==> src/design/nmsh_pkg.sv <==
`default_nettype none

package nmsh_pkg;

  localparam logic [31:0] MixC1   = 32'hcc9e2d51;
  localparam logic [31:0] MixC2   = 32'h1b873593;
  localparam logic [31:0] MixAdd  = 32'he6546b64;
  localparam logic [31:0] FinM1   = 32'h85ebca6b;
  localparam logic [31:0] FinM2   = 32'hc2b2ae35;
  localparam logic [7:0]  AsciiZero = 8'h30;
  localparam logic [7:0]  AsciiNine = 8'h39;

  // Datapath operation issued by the controller each cycle
  typedef enum logic [3:0] {
    OP_IDLE   = 4'd0,
    OP_ABSORB = 4'd1,  // take one request (byte or empty string)
    OP_K1     = 4'd2,  // w *= C1
    OP_K2     = 4'd3,  // w = rotl15(w) * C2
    OP_KMIX   = 4'd4,  // h = rotl13(h ^ w) * 5 + add
    OP_KTAIL  = 4'd5,  // h ^= w
    OP_F1     = 4'd6,  // w = fmix step 1 (xor-shift 16, * M1)
    OP_F2     = 4'd7,  // w = fmix step 2 (xor-shift 13, * M2)
    OP_RESULT = 4'd8   // load output register
  } op_e;

  typedef struct packed {
    op_e op;
  } cmd_t;

  typedef struct packed {
    logic block_done;   // absorbed byte completes a 4-byte block
    logic digits_next;  // all bytes including this one are digits
    logic all_digits;   // current all-digits flag
  } status_t;

  function automatic logic [31:0] rotl15(input logic [31:0] x);
    return {x[16:0], x[31:17]};
  endfunction

  function automatic logic [31:0] rotl13(input logic [31:0] x);
    return {x[18:0], x[31:19]};
  endfunction

endpackage

`default_nettype wire

==> src/design/nmsh_datapath.sv <==
`default_nettype none

module nmsh_datapath (
  input  wire              clk_i,
  input  wire              rst_ni,
  input  nmsh_pkg::cmd_t   cmd_i,
  input  wire [7:0]        data_byte_i,
  input  wire              last_byte_i,
  input  wire              empty_string_i,
  input  wire [31:0]       seed_i,
  output nmsh_pkg::status_t status_o,
  output logic [31:0]      hash_value_o,
  output logic             was_number_o
);

  logic [31:0] hash_q, hash_d;
  logic [23:0] part_q, part_d;
  logic [1:0]  phase_q, phase_d;
  logic [31:0] len_q, len_d;
  logic [31:0] dec_q, dec_d;
  logic        alld_q, alld_d;
  logic [31:0] seed_q, seed_d;
  logic        instr_q, instr_d;
  logic [31:0] work_q, work_d;
  logic [31:0] res_q, res_d;
  logic        num_q, num_d;

  // start-of-string view of the state
  logic [31:0] hash_b, len_b, dec_b;
  logic [23:0] part_b, part_n;
  logic [1:0]  phase_b;
  logic        alld_b, is_digit;
  logic [31:0] mul_a, mul_b, fin_x, mix_t;
  logic [63:0] prod;

  assign is_digit = (data_byte_i >= nmsh_pkg::AsciiZero) && (data_byte_i <= nmsh_pkg::AsciiNine);

  always_comb begin
    if (instr_q) begin
      hash_b = hash_q; part_b = part_q; phase_b = phase_q;
      len_b = len_q; dec_b = dec_q; alld_b = alld_q;
    end else begin
      hash_b = seed_i; part_b = '0; phase_b = '0;
      len_b = '0; dec_b = '0; alld_b = 1'b1;
    end
  end

  assign status_o.block_done  = (phase_b == 2'd3);
  assign status_o.digits_next = alld_b & is_digit;
  assign status_o.all_digits  = alld_q;

  always_comb begin
    part_n = part_b;
    unique case (phase_b)
      2'd0:    part_n[7:0]   = data_byte_i;
      2'd1:    part_n[15:8]  = data_byte_i;
      2'd2:    part_n[23:16] = data_byte_i;
      default: part_n        = part_b;
    endcase
  end

  // shared 32x32 multiplier, low word kept
  assign fin_x = hash_q ^ len_q;
  always_comb begin
    unique case (cmd_i.op)
      nmsh_pkg::OP_K1: begin
        mul_a = work_q; mul_b = nmsh_pkg::MixC1;
      end
      nmsh_pkg::OP_K2: begin
        mul_a = nmsh_pkg::rotl15(work_q); mul_b = nmsh_pkg::MixC2;
      end
      nmsh_pkg::OP_F1: begin
        mul_a = fin_x ^ (fin_x >> 16); mul_b = nmsh_pkg::FinM1;
      end
      nmsh_pkg::OP_F2: begin
        mul_a = work_q ^ (work_q >> 13); mul_b = nmsh_pkg::FinM2;
      end
      default: begin
        mul_a = work_q; mul_b = nmsh_pkg::MixC1;
      end
    endcase
  end
  assign prod  = mul_a * mul_b;
  assign mix_t = nmsh_pkg::rotl13(hash_q ^ work_q);

  always_comb begin
    hash_d = hash_q; part_d = part_q; phase_d = phase_q; len_d = len_q;
    dec_d = dec_q; alld_d = alld_q; seed_d = seed_q; instr_d = instr_q;
    work_d = work_q; res_d = res_q; num_d = num_q;
    unique case (cmd_i.op)
      nmsh_pkg::OP_ABSORB: begin
        if (empty_string_i) begin
          hash_d = seed_i; seed_d = seed_i; part_d = '0; phase_d = '0;
          len_d = '0; dec_d = '0; alld_d = 1'b1; instr_d = 1'b0;
        end else begin
          if (!instr_q) begin
            seed_d = seed_i;
          end
          hash_d  = hash_b;
          instr_d = !last_byte_i;
          len_d   = len_b + 32'd1;
          alld_d  = alld_b & is_digit;
          dec_d   = is_digit ? ((dec_b << 3) + (dec_b << 1) +
                               {24'd0, data_byte_i - nmsh_pkg::AsciiZero})
                             : dec_b;
          if (phase_b == 2'd3) begin
            work_d  = {data_byte_i, part_b};
            part_d  = '0;
            phase_d = '0;
          end else begin
            work_d  = {8'd0, part_n};
            part_d  = part_n;
            phase_d = phase_b + 2'd1;
          end
        end
      end
      nmsh_pkg::OP_K1, nmsh_pkg::OP_K2, nmsh_pkg::OP_F1, nmsh_pkg::OP_F2: begin
        work_d = prod[31:0];
      end
      nmsh_pkg::OP_KMIX:  hash_d = (mix_t << 2) + mix_t + nmsh_pkg::MixAdd;
      nmsh_pkg::OP_KTAIL: hash_d = hash_q ^ work_q;
      nmsh_pkg::OP_RESULT: begin
        res_d = alld_q ? (dec_q + seed_q) : (work_q ^ (work_q >> 16));
        num_d = alld_q;
      end
      default: ;
    endcase
  end

  always_ff @(posedge clk_i or negedge rst_ni) begin
    if (!rst_ni) begin
      hash_q  <= '0;
      part_q  <= '0;
      phase_q <= '0;
      len_q   <= '0;
      dec_q   <= '0;
      alld_q  <= 1'b1;
      seed_q  <= '0;
      instr_q <= 1'b0;
    end else begin
      hash_q  <= hash_d;
      part_q  <= part_d;
      phase_q <= phase_d;
      len_q   <= len_d;
      dec_q   <= dec_d;
      alld_q  <= alld_d;
      seed_q  <= seed_d;
      instr_q <= instr_d;
    end
  end

  always_ff @(posedge clk_i) begin
    work_q <= work_d;
    res_q  <= res_d;
    num_q  <= num_d;
  end

  assign hash_value_o = res_q;
  assign was_number_o = num_q;

endmodule

`default_nettype wire

==> src/design/nmsh_ctrl.sv <==
`default_nettype none

module nmsh_ctrl (
  input  wire               clk_i,
  input  wire               rst_ni,
  input  wire               in_valid_i,
  input  wire               in_last_i,
  input  wire               in_empty_i,
  output logic              in_ready_o,
  output logic              out_valid_o,
  input  wire               out_ready_i,
  input  nmsh_pkg::status_t status_i,
  output nmsh_pkg::cmd_t    cmd_o
);

  typedef enum logic [7:0] {
    S_IDLE  = 8'b0000_0001,
    S_K1    = 8'b0000_0010,
    S_K2    = 8'b0000_0100,
    S_KMIX  = 8'b0000_1000,
    S_KTAIL = 8'b0001_0000,
    S_F1    = 8'b0010_0000,
    S_F2    = 8'b0100_0000,
    S_DONE  = 8'b1000_0000
  } state_e;

  state_e state_q, state_d;
  logic   pend_q, pend_d;   // string ends after the current block mix
  logic   tail_q, tail_d;   // scramble is for the tail bytes
  logic   ovld_q, ovld_d;
  logic   out_free;

  assign out_free   = !ovld_q || out_ready_i;
  assign in_ready_o = (state_q == S_IDLE);
  assign out_valid_o = ovld_q;

  always_comb begin
    state_d = state_q;
    pend_d  = pend_q;
    tail_d  = tail_q;
    ovld_d  = ovld_q && !out_ready_i;
    cmd_o.op = nmsh_pkg::OP_IDLE;
    unique case (state_q)
      S_IDLE: begin
        if (in_valid_i) begin
          cmd_o.op = nmsh_pkg::OP_ABSORB;
          if (in_empty_i) begin
            state_d = S_DONE;
          end else if (status_i.block_done) begin
            if (in_last_i && status_i.digits_next) begin
              state_d = S_DONE;
            end else begin
              state_d = S_K1;
              tail_d  = 1'b0;
              pend_d  = in_last_i;
            end
          end else if (in_last_i) begin
            if (status_i.digits_next) begin
              state_d = S_DONE;
            end else begin
              state_d = S_K1;
              tail_d  = 1'b1;
              pend_d  = 1'b1;
            end
          end
        end
      end
      S_K1: begin
        cmd_o.op = nmsh_pkg::OP_K1;
        state_d  = S_K2;
      end
      S_K2: begin
        cmd_o.op = nmsh_pkg::OP_K2;
        state_d  = tail_q ? S_KTAIL : S_KMIX;
      end
      S_KMIX: begin
        cmd_o.op = nmsh_pkg::OP_KMIX;
        if (!pend_q) begin
          state_d = S_IDLE;
        end else begin
          state_d = status_i.all_digits ? S_DONE : S_F1;
        end
      end
      S_KTAIL: begin
        cmd_o.op = nmsh_pkg::OP_KTAIL;
        state_d  = S_F1;
      end
      S_F1: begin
        cmd_o.op = nmsh_pkg::OP_F1;
        state_d  = S_F2;
      end
      S_F2: begin
        cmd_o.op = nmsh_pkg::OP_F2;
        state_d  = S_DONE;
      end
      S_DONE: begin
        if (out_free) begin
          cmd_o.op = nmsh_pkg::OP_RESULT;
          ovld_d   = 1'b1;
          state_d  = S_IDLE;
        end
      end
      default: state_d = S_IDLE;
    endcase
  end

  always_ff @(posedge clk_i or negedge rst_ni) begin
    if (!rst_ni) begin
      state_q <= S_IDLE;
      pend_q  <= 1'b0;
      tail_q  <= 1'b0;
      ovld_q  <= 1'b0;
    end else begin
      state_q <= state_d;
      pend_q  <= pend_d;
      tail_q  <= tail_d;
      ovld_q  <= ovld_d;
    end
  end

endmodule

`default_nettype wire

==> src/design/numeric_or_murmur_string_hash_unit.sv <==
`default_nettype none

// Numeric-or-Murmur string hash. Strings arrive one byte per request on the
// slave stream, tlast on the final byte; a request with tuser[0] set is a whole
// empty string and its byte is ignored. The seed rides with every request but
// is sampled only on the first one of a string. One result per string leaves
// on the master stream: a MurmurHash3 x86_32 hash, or, when every byte was an
// ASCII digit, the decimal value plus the seed (mod 2^32), flagged by tuser[0].
// Steps: a byte that neither ends a string nor completes a 4-byte block is
// only accepted; one that completes a block mid-string is accepted, then C1
// and C2 go through the single shared 32x32 multiplier, then h1 is updated.
// A last byte on the decimal path, or an empty string, is accepted and then
// the result is loaded; block mixing is skipped there. A last byte on the hash
// path is accepted, then goes through either C1, C2 and the h1 update or C1,
// C2 and the tail fold, then two fmix multiply steps and the result load.
// The output register lets the slave side take the next string while a result
// waits; the core holds in its result step only if the previous result is
// still untaken.
module numeric_or_murmur_string_hash_unit (
  input  wire         clk_i,
  input  wire         rst_ni,
  input  wire         s_axis_tvalid,
  output logic        s_axis_tready,
  input  wire  [39:0] s_axis_tdata,   // [7:0] data_byte, [39:8] seed
  input  wire         s_axis_tlast,   // last_byte
  input  wire  [0:0]  s_axis_tuser,   // [0] empty_string
  output logic        m_axis_tvalid,
  input  wire         m_axis_tready,
  output logic [31:0] m_axis_tdata,   // [31:0] hash_value
  output logic [0:0]  m_axis_tuser    // [0] was_number
);

  nmsh_pkg::cmd_t    cmd;
  nmsh_pkg::status_t status;
  logic              was_number;

  nmsh_ctrl u_ctrl (
    .clk_i       (clk_i),
    .rst_ni      (rst_ni),
    .in_valid_i  (s_axis_tvalid),
    .in_last_i   (s_axis_tlast),
    .in_empty_i  (s_axis_tuser[0]),
    .in_ready_o  (s_axis_tready),
    .out_valid_o (m_axis_tvalid),
    .out_ready_i (m_axis_tready),
    .status_i    (status),
    .cmd_o       (cmd)
  );

  nmsh_datapath u_datapath (
    .clk_i          (clk_i),
    .rst_ni         (rst_ni),
    .cmd_i          (cmd),
    .data_byte_i    (s_axis_tdata[7:0]),
    .last_byte_i    (s_axis_tlast),
    .empty_string_i (s_axis_tuser[0]),
    .seed_i         (s_axis_tdata[39:8]),
    .status_o       (status),
    .hash_value_o   (m_axis_tdata),
    .was_number_o   (was_number)
  );

  assign m_axis_tuser = was_number;

endmodule

`default_nettype wire
==> config.mk <==
export PLATFORM = sky130hd
export DESIGN_NAME = numeric_or_murmur_string_hash_unit
export DESIGN_NICKNAME = d
export VERILOG_FILES = /design/src/design/nmsh_pkg.sv /design/src/design/nmsh_datapath.sv /design/src/design/nmsh_ctrl.sv /design/src/design/numeric_or_murmur_string_hash_unit.sv
export SDC_FILE = /design/constraint.sdc
export NUM_CORES = 2
export LEC_CHECK = 0
export BUFFER_PORTS_ARGS = -buffer_cell sky130_fd_sc_hd__buf_2
export CAP_MARGIN = 20
export CORE_ASPECT_RATIO = 0.9
export CORE_MARGIN = 8
export CORE_UTILIZATION = 47
export CTS_BUF_LIST = sky130_fd_sc_hd__clkbuf_4
export CTS_CLUSTER_SIZE = 8
export DETAILED_ROUTE_END_ITERATION = 10
export GPL_TIMING_DRIVEN = 1
export SLEW_MARGIN = 15
export SYNTH_ARGS = -nofsm -noshare
export SYNTH_HDL_FRONTEND = slang
export SYNTH_SLANG_ARGS = --single-unit
export TNS_END_PERCENT = 100
==> constraint.sdc <==
create_clock -name clk_i -period 10.8 [get_ports clk_i]
set_input_delay 2.16 -clock clk_i [delete_from_list [all_inputs] [get_ports clk_i]]
set_output_delay 2.16 -clock clk_i [all_outputs]
set_load 0.005 [all_outputs]
==> summary.md <==
| Metric | Value |
|---|---|
| Clock root buffer master | `sky130_fd_sc_hd__clkbuf_4` |
| Row count | `91` |
| Post-synthesis compound-gate area fraction | `14.27%` |
| Share of cell area taken by muxes after synthesis | `2.031%` |
| Worst Setup Path Type | `reg2reg` |
| Most area-hungry cell type in the Yosys netlist | `sky130_fd_sc_hd__fa_1` |
| Drt wl/cell | `26.64 µm` |
| Pin slew with the least headroom to its limit | `1119 ps` |
| Period Utilization, post-route | `95.54%` |
| Max-cap violations | `0` |
| Ys async rst share | `71.98%` |
| Crit start category | `register` |
| Area of the core | `68,090 µm²` |
| Most used cells in the layout excluding fill and tap cells | `sky130_fd_sc_hd__inv_1 (621), sky130_fd_sc_hd__fa_1 (399), sky130_fd_sc_hd__nand2_1 (303)` |
| Filler cells | `6,608` |
| Number of storage elements in the synthesis netlist | `232` |
| Area of the die | `76,910 µm²` |
| Number of nets in the layout | `4,349` |
| Combinational family with the most area after synthesis | `adder cells` |
| Post-Synthesis Cell Area | `32,090 µm²` |
| Routed Antenna Nets | `0` |
| # DRC | `0` |
| Worst-path cell with the longest stage delay | `sky130_fd_sc_hd__a211oi_1` |
| Synthesized area per cell | `8.981 µm²` |
| Number of instances resized during post-cts repair | `0` |
| Hold buffers post-CTS | `0` |
| Post-CTS Repair Setup Buffers | `0` |
| Wire length of the first global-routing pass | `179,100 µm` |
| Met3 layer wire length in the routed design | `14,030 µm` |
| Max stage delay on crit path | `940 ps` |
| Launch point of the worst hold path | `u_ctrl.tail_q` |
| Synth Area in XOR/XNOR | `7.236%` |
| Gr usage total | `31.38%` |
| Post-detailed-routing wire length | `121,300 µm` |
| Uppermost layer routed | `met4` |
| Proportion of netlist area held by the largest area contributor | `24.89%` |
| DPL Wire Length | `98,550 µm` |
| Post-synthesis to final-layout area growth | `7.061%` |
| Required @ worst endpoint | `11,310 ps` |
| Most frequently used flop master after synthesis | `sky130_fd_sc_hd__dfrtp_1` |
| Commonest non-fill, non-tap cell in the layout | `sky130_fd_sc_hd__inv_1` |
| Overflow left after global routing | `0` |
| H-Tree Depth | `3` |
| Max frequency | `96.91 MHz` |
| Via count normalized by instance count | `5.821` |
| Routed met1 length | `53,900 µm` |
| Input/output buffers | `80` |
| Unrepaired setup endpoints after global routing | `false` |
| Relative slew slack | `24.94%` |
| Max-slew violation count | `0` |
| Via count of the first global-routing pass | `26,378` |
| Cell repeated most along the worst path | `sky130_fd_sc_hd__fa_1` |
| Type of the most critical hold path | `reg2reg` |
| Reg2Reg Launch Point | `u_ctrl.state_q[2]` |
| Post-synth EDFFs | `65` |
| Die span in y | `263.9 µm` |
| Cell types with the largest area share after synthesis | `sky130_fd_sc_hd__fa_1 (25%), sky130_fd_sc_hd__dfrtp_1 (13%), sky130_fd_sc_hd__ha_1 (11%), sky130_fd_sc_hd__inv_1 (7.3%), sky130_fd_sc_hd__edfxtp_1 (6.1%)` |
| Arithmetic-cell share of the synthesized area counting full adders, half adders and majority gates | `36.00%` |
| GPL Wtd Cong | `1.039` |
| Total CTS buffers | `67` |
| Number of nets produced by synthesis | `4,303` |
| Clock transition at path regs | `70 ps` |
| Crit. Startpoint | `u_ctrl.state_q[2]` |
| Post-route setup TNS | `0 ps` |
| Largest net degree at the start of global routing | `101` |
| Synth Area in Simple Gates | `12.06%` |
| Critical Path Sink Type | `register` |
| Vias after detailed routing | `26,505` |
| Arr. time, crit path | `10,830 ps` |
| Clock latency reported for the late side of the worst-skew pair | `810 ps` |
| Post-synthesis sequential area ratio | `19.11%` |
| Clock Skew | `71.30 ps` |
| TritonCTS clock tree | `yes` |
| Antenna violations before repair | `5` |
| Result of the run | `finished clean` |
| Number of hold violations in the final report | `0` |
| Final setup fails | `0` |
| Die extent in x | `291.4 µm` |
| Clk sink count | `232` |
| Clock period minus worst slack | `10,320 ps` |
| Number of DRC violations after detailed-routing iteration 0 | `3,158` |
| Maximum clock path buffer count | `3` |
| Length of the first detailed-routing pass in iterations | `5` |
| Critical path peak fanout | `11` |
| Boundary pin count | `81` |
| Met2 layer wire length in the routed design | `49,830 µm` |
| Proportion of layout cells with a drive suffix above 1 | `9.302%` |
| Number of different library cells in the post-synthesis netlist | `86` |
| Effective utilization at floorplan | `47.13%` |
| Cell count after synthesis | `3,573` |
| Total of warnings raised by yosys | `0` |
[synthesized netlist by cell type (55+ instances only)]
library cell                 n
sky130_fd_sc_hd__o21ai_0   169
sky130_fd_sc_hd__inv_1     621
sky130_fd_sc_hd__ha_1      285
sky130_fd_sc_hd__xnor2_1   171
sky130_fd_sc_hd__clkbuf_1  153
sky130_fd_sc_hd__edfxtp_1   65
sky130_fd_sc_hd__nand2_1   305
sky130_fd_sc_hd__fa_1      399
sky130_fd_sc_hd__dfrtp_1   165
sky130_fd_sc_hd__xor2_1     89
sky130_fd_sc_hd__a21oi_1   176
sky130_fd_sc_hd__a21o_1     59
sky130_fd_sc_hd__nor2_1    228
sky130_fd_sc_hd__nand3_1    55
[critical path, delay by kind of cell (launching register included)]
kind | cells | cell delay (ps)
adder cells (fa/ha/maj) | 8 | 3940
XOR/XNOR | 10 | 2520
AND/OR/NAND/NOR | 4 | 1750
AO/OA/AOI/OAI | 2 | 1020
flip-flops | 1 | 510
buffers and inverters | 2 | 280
[metrics by stage]
stage / util, % / std cells / hold WS [ps] / area, µm² / worst slack (ps)
after detailed placement: 49.19 / 4432 / 462.9 / 33490 / 854.1
final: 50.46 / 4553 / 469.4 / 34360 / 481.5
after global routing: 50.46 / 4552 / 510.4 / 34350 / 81.84
after global placement: 49.18 / 4431 / 453.9 / 33480 / 834.1
after floorplan: - / 3573 / 418.0 / 32090 / 2015
after CTS: 50.40 / 4548 / 472.5 / 34320 / 776.1
[worst paths after layout]
kind	end	slack [ps]	depth (start not counted)
min	u_ctrl.state_q[3]	470	1
max	u_datapath.work_q[31]	480	26
max in group asynchronous	u_datapath.hash_q[9]	7710	2
max reg2reg	u_datapath.work_q[31]	480	26
min in group asynchronous	u_datapath.dec_q[23]	1430	1
min reg2reg	u_ctrl.state_q[3]	470	1
[sequential cells by signal (all words and copies together), names as in the netlist, 2 cells and up]
register and cells:
u_datapath.work_q 32, u_datapath.part_q 24, u_datapath.hash_value_o 32, u_ctrl.state_q 8, u_datapath.dec_q 32, u_datapath.phase_q 2
u_datapath.len_q 32, u_datapath.seed_q 32, u_datapath.hash_q 32
[routing by layer]
metal	vias to the layer above	global-route usage, %
met1	13159	45.69
met4	0	7.899
met3	187	10.51
li1	11892	-
met2	1267	44.48
met5	-	0
[cells by family after synthesis]
logic type               count (synthesis)
flip-flops                             232
buffers and inverters                  791
adder cells (fa/ha/maj)                684
multiplexers                            59
XOR/XNOR                               262
AND/OR/NAND/NOR                        836
AO/OA/AOI/OAI                          709
[final cells by class]
class / instances / area (µm²) / share of cell area, %
flip-flops and latches: 232 / 6135 / 17.86
multi-input cells: 2550 / 23020 / 67.00
clock inverters: 20 / 106.4 / 0.3096
repair buffers: 143 / 912.1 / 2.655
clock buffers: 96 / 720.7 / 2.098
well taps: 883 / 1105 / 3.216
diodes: 4 / 10.01 / 0.02913
inverters: 625 / 2349 / 6.836
Power is left out: the tool's default activity adds up to more than one toggle a clock period on the data nets, which glitch-free logic cannot reach.
